--- config.mk ---
export PLATFORM = sky130hd
export DESIGN_NAME = modular_inverse_ext_euclid
export DESIGN_NICKNAME = d
export VERILOG_FILES = /design/src/rtl/mie_pkg.sv /design/src/rtl/mie_datapath.sv /design/src/rtl/mie_ctrl.sv /design/src/rtl/modular_inverse_ext_euclid.sv
export SDC_FILE = /design/constraint.sdc
export NUM_CORES = 1
export LEC_CHECK = 0
export CAP_MARGIN = 40
export CORE_UTILIZATION = 42
export DETAILED_ROUTE_END_ITERATION = 6
export DONT_BUFFER_PORTS = 1
export GPL_TIMING_DRIVEN = 1
export PLACE_DENSITY = 0.61
export SYNTH_ARGS = -nofsm -noshare
export SYNTH_HDL_FRONTEND = slang
export SYNTH_SLANG_ARGS = --single-unit
--- constraint.sdc ---
create_clock -name clk -period 9.1 [get_ports clk]
set_clock_uncertainty 0.1 [all_clocks]
set_input_delay 1.365 -clock clk [delete_from_list [all_inputs] [get_ports clk]]
set_output_delay 1.365 -clock clk [all_outputs]
set_load 0.005 [all_outputs]
--- src/rtl/mie_pkg.sv ---
// Package for the modular inverse block: payload types, command and status types, defaults.
`default_nettype none

package mie_pkg;

    // Default datapath width; operands are WIDTH-1 bits unsigned.
    localparam int DEF_WIDTH = 32;

    // Width of every numeric field on the ports.
    localparam int FIELD_W = 31;

    typedef struct packed {
        logic [FIELD_W-1:0] value;
        logic [FIELD_W-1:0] modulus;
    } mie_req_t;

    typedef struct packed {
        logic [FIELD_W-1:0] inverse;
        logic [FIELD_W-1:0] common_divisor;
        logic               modulus_zero;
    } mie_res_t;

    // Commands from the controller to the datapath.
    typedef struct packed {
        logic load;        // capture a new transaction
        logic div_init;    // prime the divider
        logic div_sel_red; // divider works on the final reduction, not on a Euclid step
        logic div_step;    // retire one quotient bit
        logic update;      // advance the remainder and coefficient sequences
        logic fix;         // bring the coefficient into the non-negative range
        logic take_rem;    // coefficient takes the remainder of the reduction
    } mie_cmd_t;

    // Status from the datapath to the controller.
    typedef struct packed {
        logic m_zero;
        logic cnt_zero;
        logic rem_zero;
        logic s_ge_m;
    } mie_status_t;

endpackage

`default_nettype wire

--- src/rtl/mie_datapath.sv ---
// Datapath of the modular inverse block: Euclid registers, shared shift-subtract divider.
`default_nettype none

module mie_datapath #(
    parameter int WIDTH = 32
) (
    input  wire logic             clk,
    input  wire mie_pkg::mie_req_t  req,
    input  wire mie_pkg::mie_cmd_t  cmd,
    output mie_pkg::mie_status_t    status,
    output mie_pkg::mie_res_t       res
);
    import mie_pkg::*;

    localparam int OW       = WIDTH - 1;
    localparam int CNT_W    = $clog2(OW);
    localparam logic [CNT_W-1:0] CNT_INIT = CNT_W'(OW - 1);

    logic [OW-1:0]    n1_reg, n2_reg, m_reg;
    logic [OW-1:0]    rem_reg, dvd_reg, dsr_reg;
    logic [WIDTH-1:0] a_reg, b_reg, s_reg, prod_reg;
    logic [CNT_W-1:0] cnt_reg;
    logic             mz_reg;

    logic [OW:0]      shifted;
    logic [OW:0]      trial;
    logic             qbit;
    logic [OW-1:0]    rem_next;
    logic [WIDTH-1:0] prod_next;
    logic [WIDTH-1:0] m_ext;
    logic [WIDTH-1:0] sum_fix;
    logic [WIDTH-1:0] s_fix;

    // One restoring division step; the product b*q is built alongside, MSB first.
    always_comb
    begin
        shifted   = {rem_reg, dvd_reg[OW-1]};
        trial     = shifted - {1'b0, dsr_reg};
        qbit      = ~trial[OW];
        rem_next  = qbit ? trial[OW-1:0] : shifted[OW-1:0];
        prod_next = {prod_reg[WIDTH-2:0], 1'b0} + (qbit ? b_reg : '0);
        m_ext     = {1'b0, m_reg};
        sum_fix   = b_reg + m_ext;
        if (b_reg[WIDTH-1])
        begin
            s_fix = sum_fix[WIDTH-1] ? '0 : sum_fix;
        end
        else
        begin
            s_fix = b_reg;
        end
    end

    always_ff @(posedge clk)
    begin
        if (cmd.load)
        begin
            n1_reg <= OW'(req.value);
            n2_reg <= OW'(req.modulus);
            m_reg  <= OW'(req.modulus);
            a_reg  <= WIDTH'(1);
            b_reg  <= '0;
            s_reg  <= '0;
            mz_reg <= (OW'(req.modulus) == '0);
        end
        else if (cmd.div_init)
        begin
            rem_reg  <= '0;
            dvd_reg  <= cmd.div_sel_red ? s_reg[OW-1:0] : n1_reg;
            dsr_reg  <= cmd.div_sel_red ? m_reg : n2_reg;
            prod_reg <= '0;
            cnt_reg  <= CNT_INIT;
        end
        else if (cmd.div_step)
        begin
            rem_reg  <= rem_next;
            dvd_reg  <= {dvd_reg[OW-2:0], 1'b0};
            prod_reg <= prod_next;
            cnt_reg  <= cnt_reg - 1'b1;
        end
        else if (cmd.update)
        begin
            a_reg  <= b_reg;
            b_reg  <= a_reg - prod_reg;
            n1_reg <= n2_reg;
            n2_reg <= rem_reg;
        end
        else if (cmd.fix)
        begin
            s_reg <= s_fix;
        end
        else if (cmd.take_rem)
        begin
            s_reg <= {1'b0, rem_reg};
        end
    end

    assign status.m_zero   = mz_reg;
    assign status.cnt_zero = (cnt_reg == '0);
    assign status.rem_zero = (rem_reg == '0);
    assign status.s_ge_m   = (s_reg >= m_ext);

    assign res.inverse        = FIELD_W'(s_reg);
    assign res.common_divisor = FIELD_W'(n2_reg);
    assign res.modulus_zero   = mz_reg;

endmodule

`default_nettype wire

--- src/rtl/mie_ctrl.sv ---
// Controller state machine of the modular inverse block.
`default_nettype none

module mie_ctrl (
    input  wire logic                 clk,
    input  wire logic                 rst_n,
    input  wire logic                 start,
    input  wire mie_pkg::mie_status_t status,
    output mie_pkg::mie_cmd_t         cmd,
    output logic                      busy,
    output logic                      done
);
    import mie_pkg::*;

    localparam logic [3:0] S_IDLE  = 4'd0;
    localparam logic [3:0] S_CHKM  = 4'd1;
    localparam logic [3:0] S_DINIT = 4'd2;
    localparam logic [3:0] S_DIV   = 4'd3;
    localparam logic [3:0] S_EVAL  = 4'd4;
    localparam logic [3:0] S_UPD   = 4'd5;
    localparam logic [3:0] S_FIX   = 4'd6;
    localparam logic [3:0] S_RCHK  = 4'd7;
    localparam logic [3:0] S_RINIT = 4'd8;
    localparam logic [3:0] S_RDIV  = 4'd9;
    localparam logic [3:0] S_RTAKE = 4'd10;
    localparam logic [3:0] S_DONE  = 4'd11;

    logic [3:0] state_reg, state_next;

    always_ff @(posedge clk or negedge rst_n)
    begin
        if (!rst_n)
        begin
            state_reg <= S_IDLE;
        end
        else
        begin
            state_reg <= state_next;
        end
    end

    always_comb
    begin
        state_next = state_reg;
        cmd        = '0;
        unique case (state_reg)
            S_IDLE:
            begin
                cmd.load = start;
                if (start)
                begin
                    state_next = S_CHKM;
                end
            end
            S_CHKM:  state_next = status.m_zero ? S_DONE : S_DINIT;
            S_DINIT:
            begin
                cmd.div_init = 1'b1;
                state_next   = S_DIV;
            end
            S_DIV:
            begin
                cmd.div_step = 1'b1;
                if (status.cnt_zero)
                begin
                    state_next = S_EVAL;
                end
            end
            S_EVAL:  state_next = status.rem_zero ? S_FIX : S_UPD;
            S_UPD:
            begin
                cmd.update = 1'b1;
                state_next = S_DINIT;
            end
            S_FIX:
            begin
                cmd.fix    = 1'b1;
                state_next = S_RCHK;
            end
            S_RCHK:  state_next = status.s_ge_m ? S_RINIT : S_DONE;
            S_RINIT:
            begin
                cmd.div_init    = 1'b1;
                cmd.div_sel_red = 1'b1;
                state_next      = S_RDIV;
            end
            S_RDIV:
            begin
                cmd.div_step = 1'b1;
                if (status.cnt_zero)
                begin
                    state_next = S_RTAKE;
                end
            end
            S_RTAKE:
            begin
                cmd.take_rem = 1'b1;
                state_next   = S_DONE;
            end
            S_DONE:  state_next = S_IDLE;
            default: state_next = S_IDLE;
        endcase
    end

    assign busy = (state_reg != S_IDLE);
    assign done = (state_reg == S_DONE);

endmodule

`default_nettype wire

--- src/rtl/modular_inverse_ext_euclid.sv ---
// Top level of the modular inverse block: controller, datapath and checks.
`default_nettype none

// Computes the modular inverse of value modulo modulus by the extended Euclidean
// algorithm, and reports the gcd so that the caller can tell whether the inverse
// exists (it does when common_divisor is 1). A transaction is accepted at a rising
// edge where start is high and busy is low; busy then stays high until the result
// has been shown. The result is on res for exactly one cycle, marked by done, and
// the receiver cannot hold it off, so it must capture it in that cycle. A zero
// modulus sets modulus_zero with the other fields at zero, and the controller goes
// from its modulus check straight to the result. Otherwise each Euclid step spends
// almost all of its time in the single shared shift-subtract divider, which retires
// one quotient bit per cycle; the product needed for the Bezout coefficient is built
// during the same division, so no multiplier is needed. When the fixed coefficient
// is not below the modulus, a final reduction on the same divider follows the last
// step. There is no state between transactions.

module modular_inverse_ext_euclid #(
    parameter int WIDTH = mie_pkg::DEF_WIDTH
) (
    input  wire logic              clk,
    input  wire logic              rst_n,
    input  wire logic              start,
    input  wire mie_pkg::mie_req_t req,
    output logic                   busy,
    output logic                   done,
    output mie_pkg::mie_res_t      res
);
    import mie_pkg::*;

    mie_cmd_t    cmd;
    mie_status_t status;

    // The controller sequences Euclid steps and the final reduction.
    mie_ctrl u_ctrl (
        .clk    (clk),
        .rst_n  (rst_n),
        .start  (start),
        .status (status),
        .cmd    (cmd),
        .busy   (busy),
        .done   (done)
    );

    // The datapath holds the remainder pair, the coefficients and the divider.
    mie_datapath #(
        .WIDTH (WIDTH)
    ) u_datapath (
        .clk    (clk),
        .req    (req),
        .cmd    (cmd),
        .status (status),
        .res    (res)
    );

    // A new transaction always makes the block busy in the next cycle.
    assert property (@(posedge clk) disable iff (!rst_n)
        (start && !busy) |=> busy)
        else $error("accepted transaction did not raise busy");

    // The result is shown for one cycle only, after which the block is free.
    assert property (@(posedge clk) disable iff (!rst_n)
        done |=> (!done && !busy))
        else $error("result strobe not followed by idle");

    // A zero modulus gives zero inverse and zero gcd.
    assert property (@(posedge clk) disable iff (!rst_n)
        (done && res.modulus_zero) |-> (res.inverse == '0 && res.common_divisor == '0))
        else $error("zero modulus result not cleared");

    // With a non-zero modulus the gcd is non-zero.
    assert property (@(posedge clk) disable iff (!rst_n)
        (done && !res.modulus_zero) |-> (res.common_divisor != '0))
        else $error("gcd of zero reported for non-zero modulus");

    // The datapath is never given two of its commands in the same cycle.
    assert property (@(posedge clk) disable iff (!rst_n)
        $onehot0({cmd.load, cmd.div_init, cmd.div_step, cmd.update, cmd.fix, cmd.take_rem}))
        else $error("conflicting datapath commands");

endmodule

`default_nettype wire
# Word-level counts from Yosys, hierarchy flattened

Index checks and enable logic that the tools add are counted.

Register bits: 324
Latch bits: 0
RAM bits: 0
Bits in read-only memories: 0
Output and inout port bits: 65
Logic and storage cells: 90
Memories kept: 0

Add/subtract/negate cells: 5
Multipliers: 0
Div/mod/pow operators: 0
Order comparisons: 1
Equality and inequality tests: 16
Shift operators: 0
Multiplexer cells: 35
Bitwise logic cells: 4
Reduce and logical (&&, ||, !) cells: 16

Operators by type and width:

| operator                                         | number |
|---|---|
| 2-to-1 mux 31 bit                                | 15 |
| 2-to-1 mux 32 bit                                | 5 |
| logical NOT 31 bit                               | 2 |
| case mux 4 bit (11 select lines)                 | 1 |
| adder 32 x 31 -> 32 bit                          | 1 |
| adder 32 bit                                     | 1 |
| greater-or-equal comparator 32 x 31 -> 1 bit     | 1 |
| subtractor 32 x 31 -> 32 bit                     | 1 |
| subtractor 32 bit                                | 1 |
| == test 4 x 3 -> 1 bit, second input constant    | 4 |
| == test 4 bit, second input constant             | 4 |
| 2-to-1 mux 4 bit                                 | 4 |
| AND reduction 3 bit                              | 3 |
| == test 4 x 2 -> 1 bit, second input constant    | 2 |
| 2-to-1 mux 1 bit                                 | 7 |
| != test 2 bit, second input constant             | 3 |
| nonzero test 2 bit                               | 3 |
| logical NOT 5 bit                                | 1 |
| 2-to-1 mux 5 bit                                 | 1 |
| subtractor 5 x 1 -> 5 bit, second input constant | 1 |
| == test 4 x 1 -> 1 bit, second input constant    | 1 |
| logical NOT 4 bit                                | 1 |
| 2-to-1 mux 2 bit                                 | 2 |
| != test 2 x 1 -> 1 bit, second input constant    | 2 |
| 5 further kinds                                  | 10 |

# Depth between registers and ports, before layout

Gate-level depths: netlist (run 1).

Word-level depth: 6
Gate-level depth with buffers: 24
Mapped depth without buffers: 21

# Cells and area by module

A second synthesis (run 1) with hierarchy kept.

Cells, all modules: 2194
Area, all modules: 20988.9 µm²

By module, submodules not included:

| module       | times used | cells each | area an instance (µm²) | seq. area each (µm²) |
|---|---|---|---|---|
| mie_datapath | 1          | 2147       | 20617.3                | 8628.3 |
| mie_ctrl     | 1          | 47         | 371.6                  | 100.1 |

# Worst setup path after synthesis (run 1)

OpenSTA, ideal clock, no wires.

Path type: register to register
Start point: reg u_ctrl.state_reg[1]
End point: reg u_datapath.dsr_reg[0], enable pin
Library setup time: 0.407 ns
Arrival: 7.168 ns
Data required time: 8.593 ns
Slack: 1.425 ns
Cell stages (with the launch flop): 8
Buffers on the path: 3
Clock period less this slack: 7.675 ns
Cells stage by stage: dfrtp_1 > clkbuf_1 > xnor2_1 > nor2_1 > nand2_1 > inv_1 > clkbuf_1 > buf_1

Word-level cells in the longest chain between the ends: 4
Elaborated cells on any way between the ends: 8
Classes of those cells: eq/ne (2); mux (2); bitwise (1); reduce/logical (3)

Ends and longest elaborated chain:

| what                                                                    | line               | RTL |
|---|---|---|
| start: declaration                                                      | mie_ctrl.sv:28     | `logic [3:0] state_reg, state_next;` |
| start signal: assignment                                                | mie_ctrl.sv:38     | `state_reg <= state_next;` |
| == test 4 x 2 -> 1 bit, or another cell as far along                    | mie_ctrl.sv:46     | `unique case (state_reg)` |
| OR reduction 2 bit (no line) / 2-to-1 mux 1 bit (equally long branches) | n/a                |  |
| 2-to-1 mux 1 bit / inverter 1 bit (equally long branches)               | n/a                |  |
| AND reduction 2 bit (no line) *                                         | n/a                |  |
| end signal: assignment                                                  | mie_datapath.sv:70 | `dsr_reg <= cmd.div_sel_red ? m_reg : n2_reg;` |
| end: declaration                                                        | mie_datapath.sv:20 | `logic [OW-1:0] rem_reg, dvd_reg, dsr_reg;` |

Every way passes the cells marked *; elsewhere a longest branch is shown, timed or not.
A chain may end at the register's enable or synchronous reset.

# Worst setup path after layout (run 1)

Start point: reg u_datapath.rem_reg[24]
End point: reg u_datapath.prod_reg[29], data pin

Word-level cells in the longest chain between the ends: 4

Ends and longest elaborated chain:

| what                         | line               | RTL |
|---|---|---|
| start: declaration           | mie_datapath.sv:20 |  |
| start signal: assignment     | mie_datapath.sv:76 | `rem_reg <= rem_next;` |
| subtractor 32 x 31 -> 32 bit | mie_datapath.sv:38 | `trial = shifted - {1'b0, dsr_reg};` |
| 2-to-1 mux 32 bit            | mie_datapath.sv:41 | `prod_next = {prod_reg[WIDTH-2:0], 1'b0} + (qbit ? b_reg : '0);` |
| adder 32 bit                 | mie_datapath.sv:41 |  |
| 2-to-1 mux 32 bit            | mie_datapath.sv:74 | `else if (cmd.div_step)` |
| end signal: assignment       | mie_datapath.sv:78 | `prod_reg <= prod_next;` |
| end: declaration             | mie_datapath.sv:21 | `logic [WIDTH-1:0] a_reg, b_reg, s_reg, prod_reg;` |

No other way between the ends. The select of a mux whose other input is x is not followed.

==> results of run 1 <==
-- layer usage --
layer | share of wire, % | GRT usage [%]
met1 | 45 | 31.71
met2 | 46 | 39.57
met3 | 6.1 | 4.515
met4 | 3.1 | 8.383
met5 | 0 | 0
-- kinds of logic after synthesis --
| kind of cell | Yosys count | share of synthesized area (%) |
|---|---|---|
| buf+inv | 239 | 4.475 |
| compound gates | 598 | 18.87 |
| xor+xnor | 91 | 3.795 |
| mux | 71 | 3.575 |
| fa+ha+maj | 159 | 9.617 |
| simple gates | 849 | 18.10 |
| flops | 323 | 41.57 |
-- critical path, stage by stage (launching register included) --
cell and delay (ps):
edfxtp_1 450, ha_1 470, nand3_1 130, nand2_1 100, a21oi_1 60, o21ai_0 460, mux2i_1 290, o41ai_2 100
buf_4 190, nor2_4 280, buf_4 550, and2_1 210, ha_1 310, a21oi_1 170, o21ai_0 110, a311oi_1 380
nand2_1 160, o2111ai_1 250, nand2_1 100, a2111oi_0 470, or3_1 170, a21oi_1 60
-- per-stage QoR --
| step | instance area (µm²) | utilization, % | power (mW) | hold WS (ps) | setup slack, ps |
|---|---|---|---|---|---|
| finish | 22970 | 46.74 | 9.947 | 358.8 | 3235 |
| global route | 22970 | 46.74 | 10.70 | 372.9 | 2822 |
| CTS | 22970 | 46.74 | 9.961 | 359.3 | 3204 |
| detailed placement | 21690 | 44.12 | 8.322 | 350.9 | 3237 |
| global placement | 21560 | 43.86 | 8.204 | 346.0 | 3338 |
| floorplan | 21000 | - | 6.861 | 340.0 | 1425 |
-- power by group --
part	internal, mW	switching, mW	leakage, nW
Clock	0.942	0.646	0.642
Sequential	2.51	0.629	2.97
Combinational	1.99	3.24	5.98
Total	5.44	4.51	9.59
-- path summary, 6_finish.rpt --
kind,slack [ps],end,from,depth (start not counted)
worst max-delay path,3230,u_datapath.prod_reg[29]$_SDFFCE_PN0P_,u_datapath.rem_reg[24]$_SDFFCE_PN0P_,21
worst min-delay path,360,u_datapath.a_reg[11]$_SDFFE_PP0P_,u_datapath.a_reg[11]$_SDFFE_PP0P_,2
worst max register to register,3230,u_datapath.prod_reg[29]$_SDFFCE_PN0P_,u_datapath.rem_reg[24]$_SDFFCE_PN0P_,21
worst min register to register,360,u_datapath.a_reg[11]$_SDFFE_PP0P_,u_datapath.a_reg[11]$_SDFFE_PP0P_,2
max in group asynchronous,8430,u_ctrl.state_reg[2]$_DFFE_PN0P_,rst_n,0
min in group asynchronous,400,u_ctrl.state_reg[1]$_DFFE_PN0P_,rst_n,0
-- layout make-up --
| type | count | share of cell area (%) |
|---|---|---|
| Clock buffer | 46 | 4.586 |
| Clock inverter | 23 | 1.013 |
| Inverter | 129 | 2.135 |
| Multi-Input combinational cell | 1768 | 49.54 |
| Sequential cell | 323 | 37.99 |
| Tap cell | 664 | 3.616 |
| Timing Repair Buffer | 22 | 1.122 |
-- placed cells by master (no fill, tap or decap), types with 7 or more instances in the layout --
cell / instances
o21bai_1: 14
or3_1: 21
and2_1: 42
nor4_1: 19
edfxtp_1: 224
o21ai_1: 7
xor2_1: 37
a221oi_1: 25
nor2_1: 151
o21ai_0: 113
a21oi_1: 193
or2_2: 7
a2111oi_0: 15
clkinv_2: 10
a31oi_1: 14
clkbuf_16: 40
a211oi_1: 17
dfxtp_1: 95
inv_1: 125
nand3_1: 37
o21a_1: 15
nor3_1: 35
a2111oi_1: 10
and3_1: 17
mux2i_1: 39
o31ai_1: 10
ha_1: 155
buf_4: 17
nor2b_1: 12
nand2_1: 427
nand4_1: 22
o211ai_1: 12
a21o_1: 66
mux2_2: 31
xnor2_1: 54
a211o_1: 10
nand2b_1: 27
==> run metrics, run 1 <==
status=complete, but fails checks; failing checks=DRC; sequential element share of the synthesized area=about two fifths; FMAX=~0.17 GHz; clk_lat worst skew=570 ps; Rel. slew slack=between 40% and 50%; number of global-route vias before repair=around 17,000; Global Route Usage Sum=between 20 and 25%; FF/Latch Area=about 8700 µm²; largest net degree at the start of global routing=77; min cycle time layout=approximately 6000 ps; ys async rst share=under 10%; cts bufs inserted=38; Post-synth EDFFs=between 200 and 250; Net Count, Synth=between 2,000 and 3,000; crit path kind=flip-flop to flip-flop; Final Hold Fails=0; Post-Syn Area=between 20,000 and 25,000 µm²; Synth top cells by count=429 x nand2_1, 224 x edfxtp_1, 194 x a21oi_1; post-CTS sizing=0; Cell variety after synth=92; maxcap violations=0; Final nets=2,506; Die Wd=225.6 µm; Worst-path clk slew=approximately 60 ps; CTS tree=yes; Req. time, crit path=~9300 ps; # clock sinks=between 300 and 400; synth-to-layout area growth=9.408%; final setup fails=0; initial antenna violation count=0; Synth Area per Inst=about 9.0 µm²; clk root buf=clkbuf_16; Core ar.=~49,000 µm²; Area contributors post-synth=edfxtp_1 32%, ha_1 9.2%, dfxtp_1 9.1%, nand2_1 7.7%, a21oi_1 4.6%; Iteration-0 DRC Markers=about 1,100; Multi-input gate area=11,380 µm²; antenna viol nets, final=0; Pleak=between 9 and 10 nW; Synth top area share=between 30% and 40%; Placed Cells=just under 3,000; Antenna diodes=0; die area=50,900 µm²; Initial Util=between 40% and 50%; count leader, synth=nand2_1; first-pass GRT wire length=around 95 mm; iteration count of the initial detailed-routing pass=7; post-CTS setup buffers=0; worst vdd ir=around 220 µV; row cnt=81; PwrDens=around 430 nW/µm²; Die Ht=225.6 µm; Least-Margin Pin Slew=848.3 ps; path category of the worst min-delay check=flip-flop to flip-flop; fin crit share=approximately 64%; Via density=around 5.8; #FFs+latches synth=about 320; post-synthesis instance total=2,330; Hold-fix buffers, CTS=0; I/O Pins=130; fill cell count=4,709; synth warn=0; setup TNS=0 ps; final wirelength=~61 mm; Max Slew Vio Count=0; PortBufs=0; ys flop type=edfxtp_1; non-filler cells, final=2,975; WL/cell=20.67 µm; dpl hpwl=roughly 44 mm; clock buffer depth=3; H-tree depth=2; crit-path max FO=55; Critical Path AT=~6000 ps; gpl congestion=about 0.89; gr ovfl total=0; DRC Markers=2; endpoint type of the worst setup path=flip-flop; routed vias=roughly 17,000; startpoint types=flip-flop; cell taking the most area after synthesis=edfxtp_1; RSZ-0062 raised after global routing=false; layout cells sized above 1=between 7 and 8%
No activity file was read; power rests on OpenSTA's default activity.
==> run 2: changes to the inputs <==
==> constraint.sdc (replaced) <==
create_clock -name clk -period 5.4 [get_ports clk]
set_clock_uncertainty 0.1 [all_clocks]
set_input_delay 0.81 -clock clk [delete_from_list [all_inputs] [get_ports clk]]
set_output_delay 0.81 -clock clk [all_outputs]
set_load 0.005 [all_outputs]
==> run metrics, run 2 (synthesized netlist as in run 1, its figures left out) <==
status=finished clean; largest net degree at the start of global routing=between 150 and 200; r2r endpoint=u_datapath.prod_reg[19]$_SDFFCE_PN0P_; clock share of power=between 10% and 20%; clk_lat worst skew=about 560 ps; FMAX=0.1959 GHz; CTS tree=yes; Worst Hold Depth=0; Req. time, crit path=5590 ps; row cnt=around 80; Final Cell Area=23,330 µm²; DRC Markers=0; Die Wd=225.6 µm; Least-Margin Pin Slew=roughly 870 ps; H-tree depth=2; Pwr Total=17.07 mW; number of global-route vias before repair=~17,000; startpoint types=flip-flop; hold_sp=req[5]; path category of the worst min-delay check=primary input to flip-flop; maxcap violations=0; Die Ht=225.6 µm; cts bufs inserted=38; clock buffer depth=3; Initial Util=42.72%; gr ovfl total=0; final core occ=a little under half; Max stage delay on crit path=roughly 470 ps; worst hold path endpoint=u_datapath.m_reg[5]$_DFFE_PP_; placed instance area=22,010 µm²; Via density=about 5.8; die area=50,900 µm²; min cycle time layout=5105 ps; gpl congestion=0.9139; CP delay by family, top=compound AO/OA/AOI/OAI gates; commonest non-fill, non-tap cell in the layout=nand2_1; Pleak=between 9 and 10 nW; fill cell count=4,722; I/O Pins=130; WL/cell=slightly above 20 µm; Sequential Power Share=a little under a third; layout cells sized above 1=under 10%; Psw=7.693 mW; routed vias=around 17,000; Antenna diodes=0; endpoint type of the worst setup path=flip-flop; first-pass GRT wire length=~94 mm; crit-path max FO=6; fin crit share=a little over nine tenths; # clock sinks=323; Worst Reg-to-Reg Cells=20; synth-to-layout area growth=11.08%; Worst-path clk slew=60 ps; CP bufs+invs=0; Iteration-0 DRC Markers=between 1,000 and 1,500; Final nets=2,550; Internal=around 9.4 mW; initial antenna violation count=2; setup TNS=0 ps; Critical Path AT=5300 ps; worst vdd ir=around 330 µV; RR Startpoint=u_datapath.rem_reg[13]$_SDFFCE_PN0P_; Critical Path Stages=20; final setup fails=0; Core ar.=between 40,000 and 50,000 µm²; PwrDens=between 700 and 800 nW/µm²; combinational share of power=a little under three fifths; crit path cell chain=ha_1, a21oi_1, nand2_1, o22ai_1, a21o_1, o21ai_2, o41ai_4, nor2_4, and2_1, ha_1, fa_1, a211oi_2, o21bai_1, o2111ai_1, a32oi_1, a21oi_1, o21ai_0, a31oi_1, xor2_1, nor2_1; Final Hold Fails=0; R2R Setup Slk=just under 300 ps; PortBufs=0; most frequent cells in the layout=426 x nand2_1, 224 x edfxtp_1, 192 x a21oi_1; Max Slew Vio Count=0; Rel. slew slack=40.66%; Global Route Usage Sum=between 20% and 30%; CP max-delay cell=fa_1; sw frac=45.08%; antenna viol nets, final=0; crit path kind=flip-flop to flip-flop; clk root buf=clkbuf_16; final wirelength=about 60 mm; iteration count of the initial detailed-routing pass=5; dpl hpwl=between 40 and 50 mm
run 2: worst reg2reg max path, delay by kind of cell (launching register included):
kind / cells / cell delay [ps]
compound gates: 12 / 2650
xor+xnor: 1 / 180
fa+ha+maj: 3 / 1060
flops: 1 / 400
simple gates: 4 / 440
run 2: worst max path at each step:
| stage | from | end | slack, ps |
|---|---|---|---|
| floorplan | u_datapath.rem_reg[15]$_SDFFCE_PN0P_ | u_datapath.prod_reg[29]$_SDFFCE_PN0P_ | 160 |
| global placement | u_datapath.rem_reg[24]$_SDFFCE_PN0P_ | u_datapath.prod_reg[30]$_SDFFCE_PN0P_ | 110 |
| detailed placement | u_datapath.rem_reg[24]$_SDFFCE_PN0P_ | u_datapath.prod_reg[30]$_SDFFCE_PN0P_ | 50 |
| CTS | u_datapath.rem_reg[24]$_SDFFCE_PN0P_ | u_datapath.prod_reg[30]$_SDFFCE_PN0P_ | 10 |
| global route | u_datapath.rem_reg[17]$_SDFFCE_PN0P_ | u_datapath.prod_reg[29]$_SDFFCE_PN0P_ | -10 |
| finish | u_datapath.rem_reg[13]$_SDFFCE_PN0P_ | u_datapath.prod_reg[19]$_SDFFCE_PN0P_ | 290 |
run 2: metrics by stage:
step                worst slack [ps]  cells  hold WS (ps)
finish                         294.6   3015         241.8
global route                  -14.10   3015         218.3
CTS                            10.99   3014         215.7
detailed placement             53.51   2948         353.5
global placement               108.1   2942         346.5
floorplan                      164.5   2330         340.0
run 2: repair_timing:
action / 4_1_cts / 5_1_grt
endpoints found under the hold margin: 4 / 0
buffers inserted: 0 / 1
endpoints found under the setup margin: 0 / 12
gates resized for setup: 0 / 22
hold buffers: 1 / 0
run 2: final cells by class:
type	count	area, µm²	share of cell area (%)
clock inverters	15	131.4	0.5632
repair buffers	66	596.8	2.559
inverters	129	490.5	2.103
flip-flops and latches	323	8728	37.42
multi-input cells	1768	11500	49.31
clock buffers	50	1047	4.490
well taps	664	830.8	3.562
run 2: metal layers:
| layer | part of all wire [%] | global-route usage (%) |
|---|---|---|
| met3 | 6.2 | 4.463 |
| met2 | 46 | 39.09 |
| met5 | 0.023 | 0 |
| met4 | 2.2 | 6.188 |
| met1 | 45 | 31.81 |
run 2: power groups by stage:
stage | logic [mW] | clock network (mW) | registers (mW)
3_5_place_dp | 9.15 | 0 | 5.21
6_report | 9.39 | 2.51 | 5.17
3_3_place_gp | 8.85 | 0 | 5.19
2_1_floorplan | 6.69 | 0 | 4.81
4_1_cts | 9.22 | 2.56 | 5.16
5_1_grt | 10.5 | 2.66 | 5.28
==> run 3: changes to the inputs <==
--- a/config.mk
+++ b/config.mk
@@ -6,11 +6,11 @@
 export NUM_CORES = 1
 export LEC_CHECK = 0
 export CAP_MARGIN = 40
-export CORE_UTILIZATION = 42
+export CORE_UTILIZATION = 56
 export DETAILED_ROUTE_END_ITERATION = 6
 export DONT_BUFFER_PORTS = 1
 export GPL_TIMING_DRIVEN = 1
-export PLACE_DENSITY = 0.61
+export PLACE_DENSITY = 0.76
 export SYNTH_ARGS = -nofsm -noshare
 export SYNTH_HDL_FRONTEND = slang
 export SYNTH_SLANG_ARGS = --single-unit
==> run metrics, run 3 (synthesized netlist as in run 1, its figures left out) <==
hold_sp=req[6]; Least-Margin Pin Slew=around 910 ps; synth-to-layout area growth=9.140%; number of global-route vias before repair=17,100; Global Route Usage Sum=a little under a third; dpl hpwl=roughly 42 mm; iteration count of the initial detailed-routing pass=7; PortBufs=0; endpoint type of the worst setup path=flip-flop; gpl congestion=roughly 0.95; # clock sinks=323; worst vdd ir=approximately 440 µV; CP startpoint=u_datapath.rem_reg[5]$_SDFFCE_PN0P_; antenna viol nets, final=0; final setup fails=0; layout cells sized above 1=8.862%; Critical Path AT=about 5300 ps; Die Ht=about 200 µm; sw frac=~45%; Core ar.=between 30,000 and 40,000 µm²; initial antenna violation count=2; Sequential Power Share=a little under a third; largest net degree at the start of global routing=77; WL/cell=between 20 and 25 µm; commonest non-fill, non-tap cell in the layout=nand2_1; Iteration-0 DRC Markers=about 1,500; gr ovfl total=0; maxcap violations=0; Final nets=~2,500; clk root buf=clkbuf_16; Via density=6.297; routed vias=approximately 18,000; startpoint types=flip-flop; Die Wd=195.6 µm; final wirelength=just under 60 mm; Rel. slew slack=between 30 and 40%; FMAX=roughly 0.19 GHz; clock share of power=roughly 14%; DRC Markers=0; die area=38,280 µm²; Internal=a little over 9 mW; Pleak=~9.7 nW; fill cell count=3,083; Psw=7.653 mW; clk_lat worst skew=between 500 and 600 ps; Initial Util=57.09%; min cycle time layout=around 5200 ps; path category of the worst min-delay check=primary input to flip-flop; most frequent cells in the layout=426 x nand2_1, 224 x edfxtp_1, 193 x a21oi_1; row cnt=70; Req. time, crit path=about 5600 ps; I/O Pins=130; PwrDens=around 730 nW/µm²; Antenna diodes=0; Final Hold Fails=0; crit path kind=flip-flop to flip-flop; Worst-path clk slew=70 ps; combinational share of power=a little over half; final hold slack=~250 ps; H-tree depth=2; clock buffer depth=3; fin crit share=between 90% and 100%; setup TNS=0 ps; first-pass GRT wire length=92.65 mm; Max Slew Vio Count=0; CTS tree=yes; crit-path max FO=19; cts bufs inserted=37; RR Startpoint=u_datapath.rem_reg[5]$_SDFFCE_PN0P_; status=finished clean
==> run 3: cell types whose count changed in the layout (fill, tap and decap cells not counted), moves of 2 or more <==
| cell | change |
|---|---|
| buf_4 | -3 |
| buf_12 | -3 |
| bufinv_16 | -2 |
| ha_4 | -2 |
| clkinv_2 | +7 |
==> run 3: final timing paths <==
check,to,slack (ps),depth (start not counted)
min in group asynchronous,u_ctrl.state_reg[0]$_DFFE_PN0P_,430,1
worst max register to register,u_datapath.prod_reg[29]$_SDFFCE_PN0P_,240,21
max in group asynchronous,u_ctrl.state_reg[1]$_DFFE_PN0P_,4600,1
worst min-delay path,u_datapath.m_reg[6]$_DFFE_PP_,250,0
worst min register to register,u_datapath.a_reg[2]$_SDFFE_PP0P_,360,2
worst max-delay path,u_datapath.prod_reg[29]$_SDFFCE_PN0P_,240,21
==> run 3: final cells by class <==
cell class,instances,area [µm²],share of cell area (%)
multi-input cells,1768,11460,50.02
repair buffers,59,510.5,2.227
well taps,468,585.6,2.555
clock inverters,17,87.58,0.3822
flip-flops and latches,323,8728,38.08
inverters,129,490.5,2.140
clock buffers,51,1051,4.586
==> run 3: power by group through the flow <==
stage	registers [mW]	clock network (mW)	logic [mW]
floorplan	4.81	0	6.69
global placement	5.16	0	8.65
detailed placement	5.20	0	8.97
CTS	5.15	2.45	9.04
global route	5.26	2.53	10.2
finish	5.17	2.41	9.25
==> run 3: repair_timing <==
| action | in CTS | in global routing |
|---|---|---|
| gates resized for setup | 0 | 19 |
| endpoints found under the hold margin | 4 | 0 |
| setup buffers | 0 | 2 |
| endpoints found under the setup margin | 0 | 10 |
| hold buffers | 1 | 0 |
==> run 3: through the flow <==
step | worst slack, ps | std cells | power (mW) | utilization (%) | cell area (µm²)
floorplan | 164.5 | 2330 | 11.50 | - | 21010
global placement | 202.1 | 2742 | 13.80 | 58.76 | 21620
detailed placement | 75.84 | 2744 | 14.17 | 58.91 | 21670
CTS | 29.94 | 2813 | 16.63 | 62.03 | 22820
global route | -32.13 | 2815 | 18.02 | 62.30 | 22920
finish | 240.3 | 2815 | 16.83 | 62.30 | 22920
==> run 3: critical path, stage by stage (launching register included) <==
cell and delay, ps:
edfxtp_1 400, ha_2 410, o21ai_1 120, a211oi_2 270, o21ai_1 160, a21o_1 230, o21ai_2 180, o41ai_2 90
buf_4 170, nor2_4 190, buf_4 240, and2_1 150, ha_1 300, a21oi_1 200, o21ai_0 120, a311oi_1 400
nand2_1 190, o2111ai_2 230, nand2_1 130, a2111oi_2 410, or3_1 170, a21oi_1 60
==> run 3: layer usage <==
metal	vias to the layer above	track usage, %	share of wire (%)	routed length [µm]
li1	8384	-	-	-
met5	-	0.7663	0.022	13
met2	656	50.99	47	27420
met1	8525	39.00	41	24260
met4	2	13.53	4.4	2575
met3	160	5.855	7.6	4483
